File: config.mk
export PLATFORM = sky130hd
export DESIGN_NAME = toy_byte_cipher_ecb_cbc_top_flat
export DESIGN_NICKNAME = d
export VERILOG_FILES = /design/src/rtl/tbc_pkg.sv /design/src/rtl/tbc_stream_if.sv /design/src/rtl/tbc_apb_regs.sv /design/src/rtl/tbc_core.sv /design/src/rtl/toy_byte_cipher_ecb_cbc_top.sv /design/src/flat_wrapper.sv
export SDC_FILE = /design/constraint.sdc
export NUM_CORES = 1
export LEC_CHECK = 0
export BUFFER_PORTS_ARGS = -buffer_cell sky130_fd_sc_hd__buf_2
export CAP_MARGIN = 20
export CORE_MARGIN = 3
export CORE_UTILIZATION = 59
export DETAILED_ROUTE_END_ITERATION = 6
export GPL_TIMING_DRIVEN = 1
export PLACE_DENSITY = 0.82
export SYNTH_ARGS = -nofsm -noshare
export SYNTH_HDL_FRONTEND = slang
export SYNTH_SLANG_ARGS = --single-unit
File: constraint.sdc
create_clock -name clk -period 11.95 [get_ports clk]
set_input_delay 1.7925 -clock clk [delete_from_list [all_inputs] [get_ports clk]]
set_output_delay 1.7925 -clock clk [all_outputs]
set_load 0.01 [all_outputs]
File: src/rtl/tbc_pkg.sv
// Package for the toy byte cipher: configuration struct, register and mode codes,
// and the nibble substitution functions. No dependencies.

package tbc_pkg;

    localparam int unsigned DataW = 8;
    localparam int unsigned KeyW  = 32;
    localparam int unsigned AddrW = 4;

    typedef enum logic [1:0] {
        REG_KEY         = 2'd0,
        REG_CHAIN_MODE  = 2'd1,
        REG_DIRECTION   = 2'd2,
        REG_INIT_VECTOR = 2'd3
    } reg_idx_t;

    typedef enum logic {
        MODE_ECB = 1'b0,
        MODE_CBC = 1'b1
    } chain_mode_t;

    typedef enum logic {
        DIR_ENCRYPT = 1'b0,
        DIR_DECRYPT = 1'b1
    } direction_t;

    typedef struct packed {
        logic [KeyW-1:0]  key;
        chain_mode_t      chain_mode;
        direction_t       direction;
        logic [DataW-1:0] init_vector;
    } cfg_t;

    // x -> (x+1)*7 mod 16; 4-bit arithmetic wraps for free
    function automatic logic [3:0] nib_sub(input logic [3:0] x);
        logic [3:0] t;
        begin
            t = x + 4'd1;
            return 4'(t * 4'd7);
        end
    endfunction

    function automatic logic [7:0] byte_sub(input logic [7:0] b);
        return {nib_sub(b[7:4]), nib_sub(b[3:0])};
    endfunction

    // the substitution has order four, so three passes invert it
    function automatic logic [7:0] byte_inv_sub(input logic [7:0] b);
        return byte_sub(byte_sub(byte_sub(b)));
    endfunction

    function automatic logic [7:0] rot_left2(input logic [7:0] b);
        return {b[5:0], b[7:6]};
    endfunction

    function automatic logic [7:0] rot_right2(input logic [7:0] b);
        return {b[1:0], b[7:2]};
    endfunction

endpackage

File: src/rtl/tbc_stream_if.sv
// Stream interfaces for the toy byte cipher: input and result channels.
// Depends on nothing; widths match tbc_pkg.

interface tbc_in_if;
    logic       valid;
    logic       ready;
    logic [7:0] data_byte;
    logic       last_byte;

    modport source (output valid, output data_byte, output last_byte, input ready);
    modport sink   (input valid, input data_byte, input last_byte, output ready);
endinterface

interface tbc_out_if;
    logic       valid;
    logic       ready;
    logic [7:0] out_byte;
    logic       out_last;

    modport source (output valid, output out_byte, output out_last, input ready);
    modport sink   (input valid, input out_byte, input out_last, output ready);
endinterface

File: src/rtl/tbc_apb_regs.sv
// APB configuration registers of the toy byte cipher.
// Depends on tbc_pkg.

module tbc_apb_regs
    import tbc_pkg::*;
(
    input  logic             clk,
    input  logic             rst_n,
    input  logic             psel,
    input  logic             penable,
    input  logic             pwrite,
    input  logic [AddrW-1:0] paddr,
    input  logic [31:0]      pwdata,
    output logic [31:0]      prdata,
    output logic             pready,
    output cfg_t             cfg
);

    cfg_t     cfg_reg;
    cfg_t     cfg_next;
    reg_idx_t idx;
    logic     wr_en;

    assign pready = 1'b1;
    assign idx    = reg_idx_t'(paddr[3:2]);
    assign wr_en  = psel && penable && pwrite;

    always_comb
    begin
        cfg_next = cfg_reg;
        if (wr_en)
        begin
            case (idx)
                REG_KEY:         cfg_next.key         = pwdata;
                REG_CHAIN_MODE:  cfg_next.chain_mode  = chain_mode_t'(pwdata[0]);
                REG_DIRECTION:   cfg_next.direction   = direction_t'(pwdata[0]);
                REG_INIT_VECTOR: cfg_next.init_vector = pwdata[7:0];
                default:         cfg_next = cfg_reg;
            endcase
        end
    end

    always_ff @(posedge clk or negedge rst_n)
    begin
        if (!rst_n)
        begin
            cfg_reg <= '{key: '0, chain_mode: MODE_ECB, direction: DIR_ENCRYPT,
                         init_vector: '0};
        end
        else
        begin
            cfg_reg <= cfg_next;
        end
    end

    always_comb
    begin
        case (idx)
            REG_KEY:         prdata = cfg_reg.key;
            REG_CHAIN_MODE:  prdata = {31'd0, cfg_reg.chain_mode};
            REG_DIRECTION:   prdata = {31'd0, cfg_reg.direction};
            REG_INIT_VECTOR: prdata = {24'd0, cfg_reg.init_vector};
            default:         prdata = '0;
        endcase
    end

    assign cfg = cfg_reg;

endmodule

File: src/rtl/tbc_core.sv
// Combinational cipher datapath: chaining xor plus three toy rounds each way.
// Depends on tbc_pkg.

module tbc_core
    import tbc_pkg::*;
(
    input  cfg_t             cfg,
    input  logic [DataW-1:0] data_in,
    input  logic [DataW-1:0] prev,
    output logic [DataW-1:0] result,
    output logic [DataW-1:0] cipher
);

    logic [7:0] k3, k2, k1, k0;
    logic [7:0] e0, e1, e2, e3;
    logic [7:0] d0, d1, d2, d3;
    logic [7:0] plain_in;

    assign {k3, k2, k1, k0} = cfg.key;

    // encrypt: whiten with the top key byte, rotate after the first two rounds
    assign plain_in = (cfg.chain_mode == MODE_CBC) ? (data_in ^ prev) : data_in;
    assign e0 = plain_in ^ k3;
    assign e1 = rot_left2(byte_sub(e0)) ^ k2;
    assign e2 = rot_left2(byte_sub(e1)) ^ k1;
    assign e3 = byte_sub(e2) ^ k0;

    // decrypt: undo the rounds in reverse order
    assign d0 = data_in ^ k0;
    assign d1 = byte_inv_sub(d0) ^ k1;
    assign d2 = byte_inv_sub(rot_right2(d1)) ^ k2;
    assign d3 = byte_inv_sub(rot_right2(d2)) ^ k3;

    always_comb
    begin
        if (cfg.direction == DIR_ENCRYPT)
        begin
            result = e3;
            cipher = e3;
        end
        else
        begin
            result = (cfg.chain_mode == MODE_CBC) ? (d3 ^ prev) : d3;
            cipher = data_in;
        end
    end

endmodule

File: src/rtl/toy_byte_cipher_ecb_cbc_top.sv
// Top level of the toy byte cipher (codebook / chaining) with APB configuration.
// Depends on tbc_pkg, tbc_stream_if, tbc_apb_regs and tbc_core.
//
// Channel   Kind          Transaction on           Payload
// in_ch     valid/ready   valid && ready           data_byte[7:0], last_byte
// out_ch    valid/ready   valid && ready           out_byte[7:0], out_last
// apb       APB write     psel&penable&pwrite      paddr[3:0] = 4*index, pwdata
//
// Every input transaction yields exactly one result transaction. A byte is held in
// the input register, runs through the cipher rounds and the chaining xor in one
// combinational pass and lands in the result register, which drives the result
// channel; one byte per cycle sustained while the result channel is ready.
// The chaining feedback is the loop through the chain register, which
// is written as each byte moves into the result register.
// Reset clears the configuration, both valid flags and the chain state (chain byte
// zero, message start set). When the result is not taken, the input register holds
// one more byte and then ready drops.

module toy_byte_cipher_ecb_cbc_top
    import tbc_pkg::*;
(
    input  logic             clk,
    input  logic             rst_n,
    input  logic             psel,
    input  logic             penable,
    input  logic             pwrite,
    input  logic [AddrW-1:0] paddr,
    input  logic [31:0]      pwdata,
    output logic [31:0]      prdata,
    output logic             pready,
    tbc_in_if.sink           in_ch,
    tbc_out_if.source        out_ch
);

    cfg_t cfg;

    // input register stage
    logic             s1_valid_reg;
    logic             s1_valid_next;
    logic [DataW-1:0] s1_data_reg;
    logic             s1_last_reg;

    // result register stage
    logic             out_valid_reg;
    logic             out_valid_next;
    logic [DataW-1:0] out_byte_reg;
    logic             out_last_reg;

    // chaining state
    logic [DataW-1:0] chain_reg;
    logic [DataW-1:0] chain_next;
    logic             at_start_reg;
    logic             at_start_next;

    logic             in_take;
    logic             s1_move;
    logic [DataW-1:0] prev;
    logic [DataW-1:0] result;
    logic [DataW-1:0] cipher;

    tbc_apb_regs u_regs (
        .clk     (clk),
        .rst_n   (rst_n),
        .psel    (psel),
        .penable (penable),
        .pwrite  (pwrite),
        .paddr   (paddr),
        .pwdata  (pwdata),
        .prdata  (prdata),
        .pready  (pready),
        .cfg     (cfg)
    );

    // Advance the input stage when the result register is empty or being drained.
    assign s1_move     = s1_valid_reg && (!out_valid_reg || out_ch.ready);
    assign in_ch.ready = !s1_valid_reg || s1_move;
    assign in_take     = in_ch.valid && in_ch.ready;

    // The first byte of a message chains from the vector, later ones from the
    // previous ciphertext byte.
    assign prev = at_start_reg ? cfg.init_vector : chain_reg;

    tbc_core u_core (
        .cfg     (cfg),
        .data_in (s1_data_reg),
        .prev    (prev),
        .result  (result),
        .cipher  (cipher)
    );

    always_comb
    begin
        s1_valid_next  = in_take || (s1_valid_reg && !s1_move);
        out_valid_next = s1_move || (out_valid_reg && !out_ch.ready);
        // update the chain in both modes, so a mode change mid-message sees it
        chain_next     = s1_move ? cipher : chain_reg;
        at_start_next  = s1_move ? s1_last_reg : at_start_reg;
    end

    always_ff @(posedge clk or negedge rst_n)
    begin
        if (!rst_n)
        begin
            s1_valid_reg  <= 1'b0;
            out_valid_reg <= 1'b0;
            chain_reg     <= '0;
            at_start_reg  <= 1'b1;
        end
        else
        begin
            s1_valid_reg  <= s1_valid_next;
            out_valid_reg <= out_valid_next;
            chain_reg     <= chain_next;
            at_start_reg  <= at_start_next;
        end
    end

    // payload registers: load on transaction, otherwise hold
    always_ff @(posedge clk)
    begin
        if (in_take)
        begin
            s1_data_reg <= in_ch.data_byte;
            s1_last_reg <= in_ch.last_byte;
        end
        if (s1_move)
        begin
            out_byte_reg <= result;
            out_last_reg <= s1_last_reg;
        end
    end

    assign out_ch.valid    = out_valid_reg;
    assign out_ch.out_byte = out_byte_reg;
    assign out_ch.out_last = out_last_reg;

    // A byte that ends a message makes the next one start from the vector.
    a_msg_start: assert property (@(posedge clk) disable iff (!rst_n)
        s1_move |=> (at_start_reg == out_last_reg))
        else $error("message start flag does not follow the last byte");

    // Encrypting, the chain holds the ciphertext just delivered to the result register.
    a_chain_enc: assert property (@(posedge clk) disable iff (!rst_n)
        (s1_move && cfg.direction == DIR_ENCRYPT) |=> (chain_reg == out_byte_reg))
        else $error("chain byte differs from encrypted result");

    // Decrypting, the chain holds the ciphertext input of the byte just moved.
    a_chain_dec: assert property (@(posedge clk) disable iff (!rst_n)
        (s1_move && cfg.direction == DIR_DECRYPT) |=> (chain_reg == $past(s1_data_reg)))
        else $error("chain byte differs from decrypted input");

    // An empty input stage always takes a byte.
    a_ready_empty: assert property (@(posedge clk) disable iff (!rst_n)
        !s1_valid_reg |-> in_ch.ready)
        else $error("input stalled with empty input register");

endmodule

File: src/flat_wrapper.sv
// flat-port wrapper written by rule: the top's interface ports become plain ports
module toy_byte_cipher_ecb_cbc_top_flat import tbc_pkg::*;
  (clk, rst_n, psel, penable, pwrite, paddr, pwdata, prdata, pready, in_ch_valid, in_ch_data_byte, in_ch_last_byte, in_ch_ready, out_ch_valid, out_ch_out_byte, out_ch_out_last, out_ch_ready);
  tbc_in_if in_ch_i ();
  tbc_out_if out_ch_i ();
  input  logic clk;
  input  logic rst_n;
  input  logic psel;
  input  logic penable;
  input  logic pwrite;
  input  logic [AddrW-1:0] paddr;
  input  logic [31:0] pwdata;
  output logic [31:0] prdata;
  output logic pready;
  input wire logic [$bits(in_ch_i.valid)-1:0] in_ch_valid;
  input wire logic [$bits(in_ch_i.data_byte)-1:0] in_ch_data_byte;
  input wire logic [$bits(in_ch_i.last_byte)-1:0] in_ch_last_byte;
  output wire logic [$bits(in_ch_i.ready)-1:0] in_ch_ready;
  output wire logic [$bits(out_ch_i.valid)-1:0] out_ch_valid;
  output wire logic [$bits(out_ch_i.out_byte)-1:0] out_ch_out_byte;
  output wire logic [$bits(out_ch_i.out_last)-1:0] out_ch_out_last;
  input wire logic [$bits(out_ch_i.ready)-1:0] out_ch_ready;
  assign in_ch_i.valid = in_ch_valid;
  assign in_ch_i.data_byte = in_ch_data_byte;
  assign in_ch_i.last_byte = in_ch_last_byte;
  assign in_ch_ready = in_ch_i.ready;
  assign out_ch_valid = out_ch_i.valid;
  assign out_ch_out_byte = out_ch_i.out_byte;
  assign out_ch_out_last = out_ch_i.out_last;
  assign out_ch_i.ready = out_ch_ready;
  toy_byte_cipher_ecb_cbc_top u_core (.clk(clk), .rst_n(rst_n), .psel(psel), .penable(penable), .pwrite(pwrite), .paddr(paddr), .pwdata(pwdata), .prdata(prdata), .pready(pready), .in_ch(in_ch_i), .out_ch(out_ch_i));
endmodule
======== After elaboration in Yosys (flattened, before gate mapping) ========
Cells that the tools add are included.
storage, ports and cells
  register bits ........................... 71
  output and inout bits ................... 44
  input bits .............................. 52
operators by class
  $mul .................................... 24
  bitwise logic cells ..................... 10
  eq/ne operators ......................... 3
  muxes and demuxes ....................... 6
  reductions and logical operators ........ 19
  add/sub/neg operators ................... 24
operators by type and width
  kind                                                  number
  one-hot mux 32 bit (4 select lines)                   1
  adder 4 x 1 -> 4 bit (second input constant)          24
  multiplier 4 x 3 -> 4 bit (second input constant)     24
  XOR 8 bit                                             10
  two-way mux 8 bit                                     5
  AND reduction 2 bit                                   4
  logical AND 1 bit                                     6
  equality test 2 bit (second input constant)           2
  logical NOT 1 bit                                     4
  logical OR 1 bit                                      4
  equality test 2 x 1 -> 1 bit (second input constant)  1
  logical NOT 2 bit                                     1

======== Logic depth before layout (Yosys ltp) ========
  depth in word-level cells ............... 25
  gate-level depth with buffers ........... 42

======== Hierarchy ========
Synthesis repeated with hierarchy kept, for this count alone.
second synthesis, totals
  cells, all modules ...................... 613
  area, all modules ....................... 6593.8 um^2
by module, submodules not included
  module                       cells an instance  area each (um^2)  instances
  tbc_core                     425                3631.0            1
  tbc_apb_regs                 134                1886.8            1
  toy_byte_cipher_ecb_cbc_top  54                 1076.0            1

======== Least setup slack after synthesis ========
No wires, ideal clock.
  path type ............................... register to register
  start point ............................. register u_core.s1_data_reg[4]
  end point ............................... register u_core.out_byte_reg[7], in the netlist u_core.out_ch.out_byte[7], data pin
  setup time .............................. 0.136 ns
  arrival ................................. 10.004 ns
  buffers on the path ..................... 1
  slack ................................... 1.810 ns
  stages on the path, launching flop included .. 43
  cells stage by stage .................... edfxtp_1 xor2_1 inv_1 ha_1 ha_1 xnor2_1 xnor2_1 xnor2_1 xnor2_1 xor3_2 ha_1 buf_2 xor2_1 xnor2_1 xnor2_1 fa_1 xnor2_1 fa_1 [7 not listed] or2_2 inv_1 ha_1 xnor2_1 xnor2_1 xnor2_1 fa_1 xnor2_1 fa_1 xor2_1 ha_1 xnor2_1 xnor2_1 xnor2_1 xnor2_1 xnor2_1 or4_1 nand3_1
between the ends
  longest elaborated chain between the ends .. 25
  elaborated cells between the ends (all ways) .. 37
  classes of those cells .................. add/sub: 12; mul: 12; mux: 3; bitwise: 10
ends and longest elaborated chain
  element                    line                                text
  from (decl)                toy_byte_cipher_ecb_cbc_top.sv:40   logic [DataW-1:0] s1_data_reg;
  from (signal assigned)     toy_byte_cipher_ecb_cbc_top.sv:123  s1_data_reg <= in_ch.data_byte;
  XOR 8 bit                  tbc_core.sv:29                      assign d0 = data_in ^ k0;
  adder 4 x 1 -> 4 bit       tbc_pkg.sv:38                       t = x + 4'd1;
  multiplier 4 x 3 -> 4 bit  tbc_pkg.sv:39                       return 4'(t * 4'd7);
  adder 4 x 1 -> 4 bit       tbc_pkg.sv:38
  multiplier 4 x 3 -> 4 bit  tbc_pkg.sv:39
  adder 4 x 1 -> 4 bit       tbc_pkg.sv:38
  multiplier 4 x 3 -> 4 bit  tbc_pkg.sv:39
  XOR 8 bit                  tbc_core.sv:30                      assign d1 = byte_inv_sub(d0) ^ k1;
  [10 not listed]            --
  multiplier 4 x 3 -> 4 bit  tbc_pkg.sv:39
  adder 4 x 1 -> 4 bit       tbc_pkg.sv:38
  multiplier 4 x 3 -> 4 bit  tbc_pkg.sv:39
  XOR 8 bit                  tbc_core.sv:32                      assign d3 = byte_inv_sub(rot_right2(d2)) ^ k3;
  XOR 8 bit                  tbc_core.sv:43                      result = (cfg.chain_mode == MODE_CBC) ? (d3 ^ prev) : d3;
  two-way mux 8 bit          tbc_core.sv:43
  two-way mux 8 bit (*)      tbc_core.sv:36                      if (cfg.direction == DIR_ENCRYPT)
  via u_core.result[7]       toy_byte_cipher_ecb_cbc_top.sv:58   logic [DataW-1:0] result;
  to (signal assigned)       toy_byte_cipher_ecb_cbc_top.sv:128  out_byte_reg <= result;
  to (decl)                  toy_byte_cipher_ecb_cbc_top.sv:46   logic [DataW-1:0] out_byte_reg;
The timed path passes the listed nets; every way through them passes the cells marked *.
A chain may end at the register's enable or synchronous reset.

======== Worst setup path after layout ========
Ends and elaborated chain as after synthesis.

==> impl_metrics.py <==
metrics = {
    "setup_path": {
        "crit_fanout": 8,
        "critical_path_class": "reg -> reg",
        "crit_start": "u_core.s1_data_reg[4]$_DFFE_PP_",
        "crit_path_end_kind": "register",
        "crit_slowest_cell": "fa_1",
        "critPathLaunchType": "register",
        "r2r-start": "u_core.s1_data_reg[4]$_DFFE_PP_",
        "reg2reg_setup_slack_ns": 0.87,
        "cp_common_cell": "xnor2_1",
        "cpPeakStageDelay_ns": 0.66,
        "crit_required_ns": 12.19,
        "arrival_ns": 11.31,
    },
    "finish": {
        "largest_register_ffs": 42,
        "syn_to_final_growth_pct": 12.4,
        "finalNetCount": 822,
        "drive_gt1_share_pct": 26.3,
        "antenna_cells": 0,
    },
    "floorplanning": {
        "initial_utilization_pct": 61.9,
        "dieArea_um2": 12300,
        "core_area_um2": 10500,
        "placementRows": 37,
        "die_y_um": 111,
        "io_pins": 96,
        "die_w_um": 111,
    },
    "sta": {
        "tightest_slew_ns": 0.807,
        "worst_slack_ns": 0.873,
        "setup_viol": 0,
        "post-route-period-util_pct": 92.7,
        "fin_crit_ns": 11.08,
        "rsz0062_at_grt": "no",
        "max_clock_freq_mhz": 90.3,
        "setup_tns_ns": 0,
        "hold_violations": 0,
        "slew_viol_final": 0,
        "relSlewSlack_pct": 46.0,
        "finClkSkew_ns": 0.0114,
    },
    "global_route": {
        "grt_pass1_vias": 5129,
        "grtUsageTotal_pct": 25.5,
        "grt_first_pass_wirelength_mm": 25.1,
        "grt.overflow.total": 0,
        "grt_max_degree": 54,
        "grt_antenna_before_repair": 0,
    },
    "synth": {
        "synth_edf_count": 18,
        "synth.area.top_cells": "dfrtp_1 20%, xnor2_1 15%, ha_1 11%",
        "synth_cell_type_count": 73,
        "ys.flop_type": "dfrtp_1",
        "synth_top_area_share_pct": 20.0,
        "yosysWarnings": 0,
        "ys_ff_latch": 71,
        "synth.largest_area_cell": "dfrtp_1",
        "syn_area_per_cell_um2": 10.5,
        "ys_seq_area_share_pct": 28.7,
        "synthCells": 620,
        "synth_area_um2": 6500,
        "mappedNetlistNets": 735,
        "async_flop_share_pct": 74.6,
    },
    "route": {
        "wl_per_cell_um": 18.2,
        "drt.antenna.violating_nets": 0,
        "routed_via_density": 5.70,
        "drt_iter0_markers": 220,
        "num_vias": 4831,
        "drcViolationCount": 0,
        "drt_pass1_iterations": 4,
        "drt-total-wl_mm": 15.4,
    },
    "place": {
        "pre_cts_slack_ns": 0.763,
        "globalplace.congestion": 0.911,
        "portBuffers": 92,
        "hpwl_mm": 11.8,
    },
    "clock_network": {
        "clock-sinks": 71,
        "root_buffer": "clkbuf_8",
        "cts.clk_slew.worst_paths_ns": 0.08,
        "post_cts_buffers": 0,
        "max-clock-path-buffers": 2,
        "htree_levels": 3,
        "cts_buffers": 9,
        "cts_tree": "built",
        "clock_latency_ns": 0.37,
    },
    "min_path": {
        "worst_hold_path_type": "reg -> reg",
        "hold_start": "u_core.s1_last_reg$_DFFE_PP_",
    },
    "outcome": {
        "status": "finished clean",
    },
    "job": {
        "max-cap-violations": 0,
    },
}
## placed cells by master, fill, tap and decap left out, types with 17 or more instances in the layout
cell type / count
and2_1: 25
edfxtp_1: 18
ha_1: 59
buf_2: 92
dfrtp_1: 52
a21oi_1: 17
inv_1: 32
nand2_1: 31
nor2_1: 18
xor2_1: 37
xnor2_1: 108
mux2_2: 46
## per-stage QoR
stage	instance area, µm²	utilization (%)	hold slack [ns]	cells
after global routing	7300	69.5	0.498	848
after global placement	7080	67.4	0.431	831
after detailed placement	7110	67.6	0.447	832
final	7300	69.5	0.483	848
after CTS	7300	69.4	0.470	848
after floorplan	6500	-	0.426	620
## worst max-delay path: cells and delay by family, from the launching register on
kind          cells  cell delay (ns)
xor+xnor         25             4.96
fa+ha+maj        10             4.07
simple gates      4             1.09
flops             1             0.45
buf+inv           2             0.36
## final cells by class
| class | instances | area (µm²) |
|---|---|---|
| Multi-Input combinational cell | 489 | 4410 |
| Inverter | 39 | 151 |
| Clock buffer | 11 | 131 |
| Sequential cell | 71 | 1870 |
| Timing Repair Buffer | 97 | 518 |
| Clock inverter | 5 | 58.8 |
| Fill cell | 772 | 3200 |
| Tap cell | 136 | 170 |
## layer usage
metal	wire (µm)	global-route usage (%)	up-vias
met5	0	0	-
met4	292	9.36	0
met3	957	4.69	23
met2	7640	43.8	177
met1	6550	31.9	2348
li1	-	-	2283
## path summary, 6_finish.rpt
path,end,depth (start not counted)
worst max-delay path,u_core.out_ch.out_byte[7]$_DFFE_PP_,41
worst min-delay path,u_core.out_ch.out_last$_DFFE_PP_,0
worst max register to register,u_core.out_ch.out_byte[7]$_DFFE_PP_,41
worst min register to register,u_core.out_ch.out_last$_DFFE_PP_,0
max in group asynchronous,u_core.u_regs.cfg[3]$_DFFE_PN0P_,2
min in group asynchronous,u_core.u_regs.cfg[22]$_DFFE_PN0P_,2
## what timing repair did
action,CTS,global route
setup endpoints to repair,0,1
resized for setup,0,1
hold buffers,0,0
## cells by family after synthesis
| kind of cell | Yosys count | share of synthesized area [%] |
|---|---|---|
| xor+xnor | 165 | 26.2 |
| compound gates | 64 | 7.12 |
| fa+ha+maj | 64 | 12.7 |
| buf+inv | 60 | 3.70 |
| mux | 59 | 10.2 |
| other cells | 1 | 0.0577 |
| simple gates | 136 | 11.3 |
| flops | 71 | 28.7 |
## cells in the mapped netlist (3+ instances only)
master,count
xnor2_1,109
ha_1,59
dfrtp_1,52
mux2_2,46
xor2_1,37
inv_1,32
nand2_1,31
and2_1,25
nor2_1,19
edfxtp_1,18
a21oi_1,17
clkbuf_1,13
mux2i_1,12
nor3_1,12
o21ai_0,10
nand3_1,9
xnor3_1,9
a22o_1,7
nor2b_1,7
nor3b_1,6
nand2b_1,5
buf_2,4
fa_1,4
inv_2,4
o31ai_1,4
a21o_1,3
nand4_1,3
nor4_1,3
Power is left out: the tool's default activity adds up to more than one toggle a clock period on the data nets, which glitch-free logic cannot reach.
